File: config.mk
export PLATFORM = sky130hd
export DESIGN_NAME = pfe_comp_update
export DESIGN_NICKNAME = d
export VERILOG_FILES = /design/src/hw/rtl/pfe_pkg.sv /design/src/hw/rtl/pfe_comp_update.sv
export SDC_FILE = /design/constraint.sdc
export NUM_CORES = 1
export LEC_CHECK = 0
export BUFFER_PORTS_ARGS = -buffer_cell sky130_fd_sc_hd__buf_2
export CAP_MARGIN = 20
export CORE_UTILIZATION = 45
export DETAILED_ROUTE_END_ITERATION = 10
export GPL_TIMING_DRIVEN = 0
export PLACE_DENSITY = 0.76
export REMOVE_ABC_BUFFERS = 1
export SKIP_LAST_GASP = 1
export SYNTH_ARGS = -nofsm -noshare
export SYNTH_HDL_FRONTEND = slang
export SYNTH_SLANG_ARGS = --single-unit
File: constraint.sdc
create_clock -name vclk -period 5.3
set_input_delay 0.53 -clock vclk [all_inputs]
set_output_delay 0.53 -clock vclk [all_outputs]
set_load 0.01 [all_outputs]
File: src/hw/rtl/pfe_pkg.sv
package pfe_pkg;

   localparam int PFE_PALETTE_ENTRIES = 256;
   localparam int PFE_STEP_BASE       = 2;
   localparam int PFE_STEP_SHIFT      = 5;   // divide by 32

   typedef enum logic [1:0] {
      FUNC_LOAD = 2'd0,
      FUNC_TICK = 2'd1,
      FUNC_READ = 2'd2,
      FUNC_NOP  = 2'd3
   } pfe_func_type;

   typedef enum logic [0:0] {
      CSR_FIRST_ENTRY = 1'b0,
      CSR_ENTRY_COUNT = 1'b1
   } pfe_csr_type;

   typedef enum logic [2:0] {
      ST_CLEAR,
      ST_IDLE,
      ST_READ,
      ST_TICK,
      ST_DRAIN,
      ST_DONE
   } pfe_state_type;

   typedef struct packed {
      logic [7:0]        cur;
      logic [7:0]        tgt;
      logic signed [4:0] step;
   } pfe_word_type;

   typedef struct packed {
      pfe_word_type word;
      logic         active;
   } pfe_upd_type;

endpackage

File: src/hw/rtl/pfe_comp_update.sv
module pfe_comp_update (
   input  pfe_pkg::pfe_word_type word,
   output pfe_pkg::pfe_upd_type  upd
);
   import pfe_pkg::*;

   logic [4:0] step_abs;
   logic [7:0] diff;

   always_comb begin
      step_abs = word.step[4] ? (~word.step + 5'd1) : word.step;
      diff     = (word.cur > word.tgt) ? (word.cur - word.tgt) : (word.tgt - word.cur);
      upd.word = word;
      upd.active = (word.step != 5'sd0);
      if (upd.active) begin
         if (diff <= {3'b000, step_abs}) begin
            upd.word.cur  = word.tgt;
            upd.word.step = 5'sd0;
         end else begin
            upd.word.cur = word.cur + {{3{word.step[4]}}, word.step};
         end
      end
   end

endmodule

==> impl_results.md, run 1 <==
- Status: complete, no violations
- Ant diodes: 0
- Starting Density: 0.483
- Leak: between 0.8 and 0.9 nW
- Detailed placement HPWL: approximately 2.8 mm
- Placement Rows: 20
- Routed WL per cell: between 10 and 15 µm
- # setup viols final: 0
- First DRT Iteration DRCs: 36
- Multi-input logic area: around 0.0013 mm²
- Share of post-route cells with drive strength above 1: 0.239
- Least-Margin Pin Slew: 0.553 ns
- Fin. max-slew vios: 0
- DRC viols: 0
- Post-synth top cells: inv_1 (30), ha_1 (28), a21oi_1 (14)
- Die area: roughly 0.0036 mm²
- Via density: 5.31
- Vias in the first global route: ~1200
- RSZ-0062 raised after global routing: false
- Core ar.: between 0.003 and 0.004 mm²
- Nets: about 290
- Reg area: 0 µm²
- Sequential cell area fraction in the yosys report: 0
- Top cell type's share of synthesized area: 0.234
- Hold Buf Count CTS: 0
- Pwr Density: roughly 140 mW/mm²
- Grt ovf: 0
- Placed inst area: ~0.0016 mm²
- Yosys warning total: 0
- Pin count of the biggest net entering global routing: 18
- First-pass GRT wire length: between 5 and 6 mm
- # port buffers: between 40 and 50
- Startpoint Class: input port
- Routability cong.: just under 0.9
- CP Data Required Time: around 4.8 ns
- Detail Route Antenna Nets: 0
- Most frequent cell after synthesis: inv_1
- Unique masters post-synth: 42
- Via Count: approximately 1500
- Crit Path Class: input port to output pin
- Initial antenna violation count: 0
- Critical path endpoint category: output pin
- Placed insts: about 270
- Total global-route track usage: 0.194
- CP max FO: 8
- Routed WL: around 3.5 mm
- Ports: 43
- Post-Syn Instances: between 200 and 250
- Worst VDD drop: approximately 0.062 mV
- Final Cell Area: 0.00168 mm²
- Hold violation total from the final report: 0
- Flip-flop and latch count: 0
- Fillers: between 300 and 400
- HP Class: input port to output pin
- Top post-synthesis cells by area: ha_1 (23%), inv_1 (7.5%), mux2i_1 (6.0%)
- Mapped Area: ~0.0015 mm²
- Max Cap Violations: 0
- Synth-to-Final Area Change: 11.8%
- Fin crit period: just over 5 ns
- Die Y: 59.7 µm
- Fmax: 0.198 GHz
- Final Cycle Share: 0.955
- Die X: 59.7 µm
- Fin cells: between 200 and 300
- Worst Hold Depth: 2
- Post-placement setup slack: -0.00788 ns
- Setup WS post-layout: approximately 0.24 ns
- Crit path DAT: 4.53 ns
- Max_slew headroom: 0.631
- Drt first pass iters: 4
- CLK BUF: 0
- Syn Area/Cell: approximately 7.4 µm²
- Top cell type by total area after synthesis: ha_1
==> area by class of cell <==
type,instances,area share
multi-input combinational,157,0.754
timing repair buffer,47,0.146
tap,44,0.0328
inverter,30,0.0671
==> kinds of logic after synthesis <==
logic type | share of synthesized area
muxes | 0.0676
xor gates and xnor gates | 0.0701
adders and majority gates | 0.274
AOI/OAI and AO/OA | 0.258
buffers and inverters | 0.157
and+or+nand+nor | 0.174
==> stage by stage <==
| stage | utilization | hold WS [ns] | power (mW) | TNS [ns] |
|---|---|---|---|---|
| floorplan | - | 1.06 | 0.165 | 0 |
| global placement | 0.531 | 1.26 | 0.226 | -0.00132 |
| detailed placement | 0.531 | 1.26 | 0.231 | -0.0102 |
| CTS | 0.531 | 1.26 | 0.232 | 0 |
| global route | 0.541 | 1.29 | 0.265 | 0 |
| finish | 0.541 | 1.26 | 0.241 | 0 |
==> layer usage <==
layer | up-vias | track usage | wire, µm
met5 | - | 0 | 0
met4 | 0 | 0.00664 | 24
met3 | 2 | 0.00649 | 122
met2 | 41 | 0.337 | 1750
met1 | 665 | 0.278 | 1650
li1 | 769 | - | -
==> cell usage in the layout (no fill, tap or decap), drive strengths merged, types with 2 or more instances in the layout <==
master and count:
o21a 5, fa 3, nor2b 4, a21oi 15, a211oi 2, buf 47, nand4 3, nand2 10
nand3 6, mux2i 9, a21o 2, ha 28, nor4 2, o21ai 13, xor2 4, xnor2 8
a221oi 2, or3 3, nand2b 2, nor2 13, nor3 5, and3 4, inv 30, o211ai 3
o22ai 3
==> power breakdown <==
group | switching, mW | internal (mW) | leakage (nW) | total, mW
Combinational | 0.133 | 0.108 | 0.836 | 0.241
Clock | 0 | 0 | 0 | 0
Sequential | 0 | 0 | 0 | 0
Total | 0.133 | 0.108 | 0.836 | 0.241
==> critical path: stages <==
cell and delay, ns:
buf_2 0.12, inv_1 0.05, ha_1 0.17, inv_1 0.06, fa_1 0.40, a21o_1 0.20, a21oi_4 0.22, o2bb2ai_2 0.09
o22ai_4 0.32, mux2i_1 0.26, xnor2_1 0.15, ha_1 0.26, o21ai_0 0.16, a21oi_1 0.06, o21a_1 0.16, o21ai_1 0.27
nand4_1 0.20, o22ai_4 0.21, buf_4 0.20, mux2i_1 0.18, o21ai_0 0.08, buf_2 0.16
==> what timing repair did <==
| action | in CTS | in global routing |
|---|---|---|
| buffers inserted | 0 | 4 |
| pin swaps | 1 | 1 |
| setup endpoints to repair | 7 | 10 |
| gates resized for setup | 0 | 1 |
==> path summary, 6_finish.rpt <==
kind	start	to	slack (ns)
setup / recovery	word[13]	upd[16]	0.24
hold / removal	word[12]	upd[13]	1.26
Power figures use the tool's default switching activity.
==> inputs of run 2 (changes only) <==
--- a/config.mk
+++ b/config.mk
@@ -10,7 +10,7 @@
 export CORE_UTILIZATION = 45
 export DETAILED_ROUTE_END_ITERATION = 10
 export GPL_TIMING_DRIVEN = 0
-export PLACE_DENSITY = 0.76
+export PLACE_DENSITY = 0.68
 export REMOVE_ABC_BUFFERS = 1
 export SKIP_LAST_GASP = 1
 export SYNTH_ARGS = -nofsm -noshare
==> run 2 against run 1 <==
Compared with the run above:
- combinational power about the same
- global-route usage up 0.48 points
- sequential cell count unchanged
- setup slack better by 0.045 ns
- via count down 1.0%
- non-clock buffer count down 3
- core utilization down 0.32 points
- largest cell class unchanged
- largest power group unchanged
==> impl_results.md, run 2 (same netlist as run 1, synthesis figures left out) <==
- Status: complete, no violations
- Max Cap Violations: 0
- Crit Path Class: input port to output pin
- CP Data Required Time: 4.77 ns
- Via density: ~5.3
- Hold slack: roughly 1.3 ns
- Setup WS post-layout: approximately 0.28 ns
- Least-Margin Pin Slew: 0.564 ns
- Ant diodes: 0
- Pwr Density: about 140 mW/mm²
- Reg area: 0 µm²
- Initial antenna violation count: 0
- Starting Density: 0.483
- RSZ-0062 raised after global routing: false
- Hold Buf Count CTS: 0
- Startpoint Class: input port
- Hold violation total from the final report: 0
- Worst VDD drop: between 0.05 and 0.06 mV
- Pin count of the biggest net entering global routing: 18
- Drt first pass iters: 4
- Final Cycle Share: 0.947
- Die X: between 50 and 60 µm
- Crit path DAT: approximately 4.5 ns
- Max_slew headroom: 0.624
- Vias in the first global route: 1259
- Routability cong.: ~0.81
- Nets: roughly 290
- Combinational power share: 1.000
- Int Pwr: 0.107 mW
- Total power draw: 0.238 mW
- Total global-route track usage: 0.199
- CP max FO: 15
- Final Core Density: 0.538
- Grt met3 use: 0.00216
- Total net switching power: roughly 0.13 mW
- Clock share of power: 0
- Detailed placement HPWL: 2.83 mm
- Fillers: 345
- Fin crit period: 5.02 ns
- Routed WL per cell: 12.3 µm
- Routed WL: 3.40 mm
- GR Util met1: 0.307
- Critical path endpoint category: output pin
- Post-placement setup slack: -0.0245 ns
- Share of post-route cells with drive strength above 1: 0.229
- Most common cell after layout, fill and taps aside: buf_2
- Synth-to-Final Area Change: 11.2%
- Die area: 0.00357 mm²
- CLK BUF: 0
- Die Y: 59.7 µm
- Reg power frac: 0
- Fmax: 0.199 GHz
- Sw frac: 0.552
- First-pass GRT wire length: between 5 and 6 mm
- # port buffers: 43
- # setup viols final: 0
- Global Route met2 Usage: 0.310
- Grt ovf: 0
- Via Count: 1462
- Detail Route Antenna Nets: 0
- Multi-input logic area: 0.00126 mm²
- Fin. max-slew vios: 0
- Grt peak-use layer: met2
- Leak: 0.823 nW
- Core ar.: 0.00310 mm²
- Commonest non-fill, non-tap cells in the layout: buf_2 (43), inv_1 (30), ha_1 (28)
- DRC viols: 0
- Ports: 43
- Flip-flop and latch count: 0
- First DRT Iteration DRCs: 35
- Placement Rows: 20
- HP Class: input port to output pin
run 2: cell count changes in the layout (fill, tap and decap cells not counted), sizes merged:
cell,delta
buf,-3
run 2: final timing paths:
path	from	end	cells after the start
min	word[12]	upd[13]	2
max	word[13]	upd[21]	22
run 2: power by group through the flow:
| stage | Clock (mW) | Sequential (mW) | Combinational (mW) |
|---|---|---|---|
| after floorplan | 0 | 0 | 0.165 |
| after global placement | 0 | 0 | 0.228 |
| after detailed placement | 0 | 0 | 0.231 |
| after CTS | 0 | 0 | 0.236 |
| after global routing | 0 | 0 | 0.265 |
| final | 0 | 0 | 0.238 |
run 2: final cells by class:
cell class | count | share of cell area
inverters | 30 | 0.0675
multi-input cells | 157 | 0.758
well taps | 44 | 0.0330
repair buffers | 44 | 0.141
run 2: through the flow:
step / TNS (ns) / cell area [µm²] / std cells
floorplan: 0 / 1380 / 187
global placement: -0.102 / 1650 / 274
detailed placement: -0.0715 / 1650 / 274
CTS: 0 / 1670 / 275
global route: 0 / 1670 / 275
finish: 0 / 1670 / 275
run 2: worst max-delay path, cell delays in order:
cell       delay, ns
buf_2           0.12
inv_1           0.05
ha_1            0.16
inv_1           0.06
fa_1            0.39
a21o_1          0.21
a21oi_4         0.20
o2bb2ai_2       0.09
o22ai_4         0.32
mux2i_1         0.26
xnor2_1         0.15
ha_1            0.26
o21ai_0         0.16
a21oi_1         0.07
o21a_1          0.17
o21ai_1         0.28
nand4_1         0.22
o22ai_4         0.17
buf_12          0.17
a21oi_1         0.05
a221o_1         0.25
buf_2           0.14
run 2: repair_timing:
item / CTS / global route
buffers inserted: 1 / 0
setup endpoints to repair: 7 / 7
gates resized for setup: 0 / 1
pin swaps: 1 / 0
run 2: layer usage:
metal	vias to the layer above	share of wire
met5	-	0
met4	0	0.012
met3	6	0.036
met2	41	0.45
met1	657	0.50
li1	758	-
==> inputs of run 3 (changes only) <==
--- a/config.mk
+++ b/config.mk
@@ -7,10 +7,10 @@
 export LEC_CHECK = 0
 export BUFFER_PORTS_ARGS = -buffer_cell sky130_fd_sc_hd__buf_2
 export CAP_MARGIN = 20
-export CORE_UTILIZATION = 45
+export CORE_UTILIZATION = 35
 export DETAILED_ROUTE_END_ITERATION = 10
 export GPL_TIMING_DRIVEN = 0
-export PLACE_DENSITY = 0.68
+export PLACE_DENSITY = 0.55
 export REMOVE_ABC_BUFFERS = 1
 export SKIP_LAST_GASP = 1
 export SYNTH_ARGS = -nofsm -noshare
==> run 3 against run 2 <==
Compared with the run above:
- largest cell class unchanged
- sequential cell count stayed put
- first-iteration DRC count is 34% higher
- core utilization is 12 points lower
- critical endpoint unchanged
- routed wire length is 0.41% higher
- sequential share of layout area stayed put
- via count is 1.5% lower
==> impl_results.md, run 3 (same netlist as run 1, synthesis figures left out) <==
- Critical path endpoint category: output pin
- Fin cells: between 200 and 300
- Crit Path Class: input port to output pin
- Worst VDD drop: 0.0672 mV
- Placed insts: 280
- Commonest non-fill, non-tap cells in the layout: buf_2 (43), inv_1 (30), ha_1 (28)
- Slowest CP cell: fa_1
- Die Y: approximately 67 µm
- Leak: about 0.84 nW
- Pin count of the biggest net entering global routing: 18
- First-pass GRT wire length: just under 6 mm
- Least-Margin Pin Slew: 0.535 ns
- Drt first pass iters: 4
- Min-delay src: word[12]
- Nets: about 290
- Origin of the worst setup path: word[13]
- Fin crit period: about 4.9 ns
- RSZ-0062 raised after global routing: false
- First DRT Iteration DRCs: 47
- Final Cell Area: 0.00169 mm²
- Grt ovf: 0
- # port buffers: 43
- Max incr delay on CP: ~0.39 ns
- Routed WL: around 3.4 mm
- CP max FO: 12
- Routability cong.: 0.786
- Max Cap Violations: 0
- Synth-to-Final Area Change: 12.9%
- Reg area: 0 µm²
- Routed WL per cell: around 12 µm
- Crit path DAT: ~4.4 ns
- Via density: 5.09
- DRC viols: 0
- Critical-path cell list: buf_2 > inv_1 > ha_1 > inv_1 > fa_1 > a21o_1 > a21oi_4 > o2bb2ai_2 > o22ai_4 > mux2i_1 > xnor2_1 > ha_1 > o21ai_0 > a21oi_1 > o21a_1 > o21ai_2 > nand4_1 > o22ai_4 > buf_12 > a21oi_1 > a221o_1 > buf_2
- Hold violation total from the final report: 0
- Pwr Density: between 100 and 150 mW/mm²
- CP Data Required Time: 4.77 ns
- Die X: 67.5 µm
- Fmax: about 0.20 GHz
- Vias in the first global route: between 1000 and 1500
- Status: complete, no violations
- Total global-route track usage: 0.162
- Starting Density: 0.370
- Max_slew headroom: 0.643
- CLK BUF: 0
- Final Cycle Share: 0.927
- WP buf/inv: 5
- # setup viols final: 0
- Via Count: about 1400
- Ant diodes: 0
- Core ar.: between 0.004 and 0.005 mm²
- Detailed placement HPWL: around 2.9 mm
- Startpoint Class: input port
- Ports: 43
- Most common cell after layout, fill and taps aside: buf_2
- HP Class: input port to output pin
- Die area: roughly 0.0046 mm²
- Flip-flop and latch count: 0
- Placement Rows: 23
- Initial antenna violation count: 0
- Setup TNS: 0 ns
- Detail Route Antenna Nets: 0
- Share of post-route cells with drive strength above 1: 0.240
- Fin. max-slew vios: 0
- Placed inst area: ~0.0017 mm²
- Family with the most delay on the worst path: compound AO/OA/AOI/OAI gates
[run 3: final timing paths]
path | end | slack [ns] | cells past startpoint
hold / removal | upd[13] | 1.26 | 2
setup / recovery | upd[21] | 0.39 | 22
[run 3: what timing repair did]
item / in CTS / in global routing
hold buffers: 0 / 0
buffers inserted: 3 / 0
cloned: 0 / 0
resized for setup: 0 / 2
pin swaps: 1 / 0
endpoints found under the setup margin: 8 / 13
[run 3: layout make-up]
| cell class | count | area (µm²) |
|---|---|---|
| Fill cell | 432 | 2360 |
| Inverter | 30 | 113 |
| Multi-Input combinational cell | 157 | 1270 |
| Tap cell | 50 | 62.6 |
| Timing Repair Buffer | 46 | 250 |
[run 3: routing by layer]
metal	wire, µm	track usage	vias up	share of wire
li1	-	-	772	-
met1	1800	0.241	647	0.53
met2	1550	0.275	21	0.46
met3	61	0	0	0.018
met4	0	0	0	0
met5	0	0	-	0
[run 3: per-stage QoR]
step                utilization  power [mW]  setup WS [ns]  hold WS, ns
floorplan                     -       0.165          0.640         1.06
global placement          0.408       0.232         -0.119         1.26
detailed placement        0.408       0.232         -0.120         1.26
CTS                       0.417       0.240         0.0883         1.26
global route              0.418       0.272         0.0747         1.27
finish                    0.418       0.242          0.388         1.26
[run 3: power by group]
part	switching [mW]	leakage (nW)	total [mW]	internal, mW
Clock	0	0	0	0
Combinational	0.132	0.835	0.242	0.110
Sequential	0	0	0	0
Total	0.132	0.835	0.242	0.110
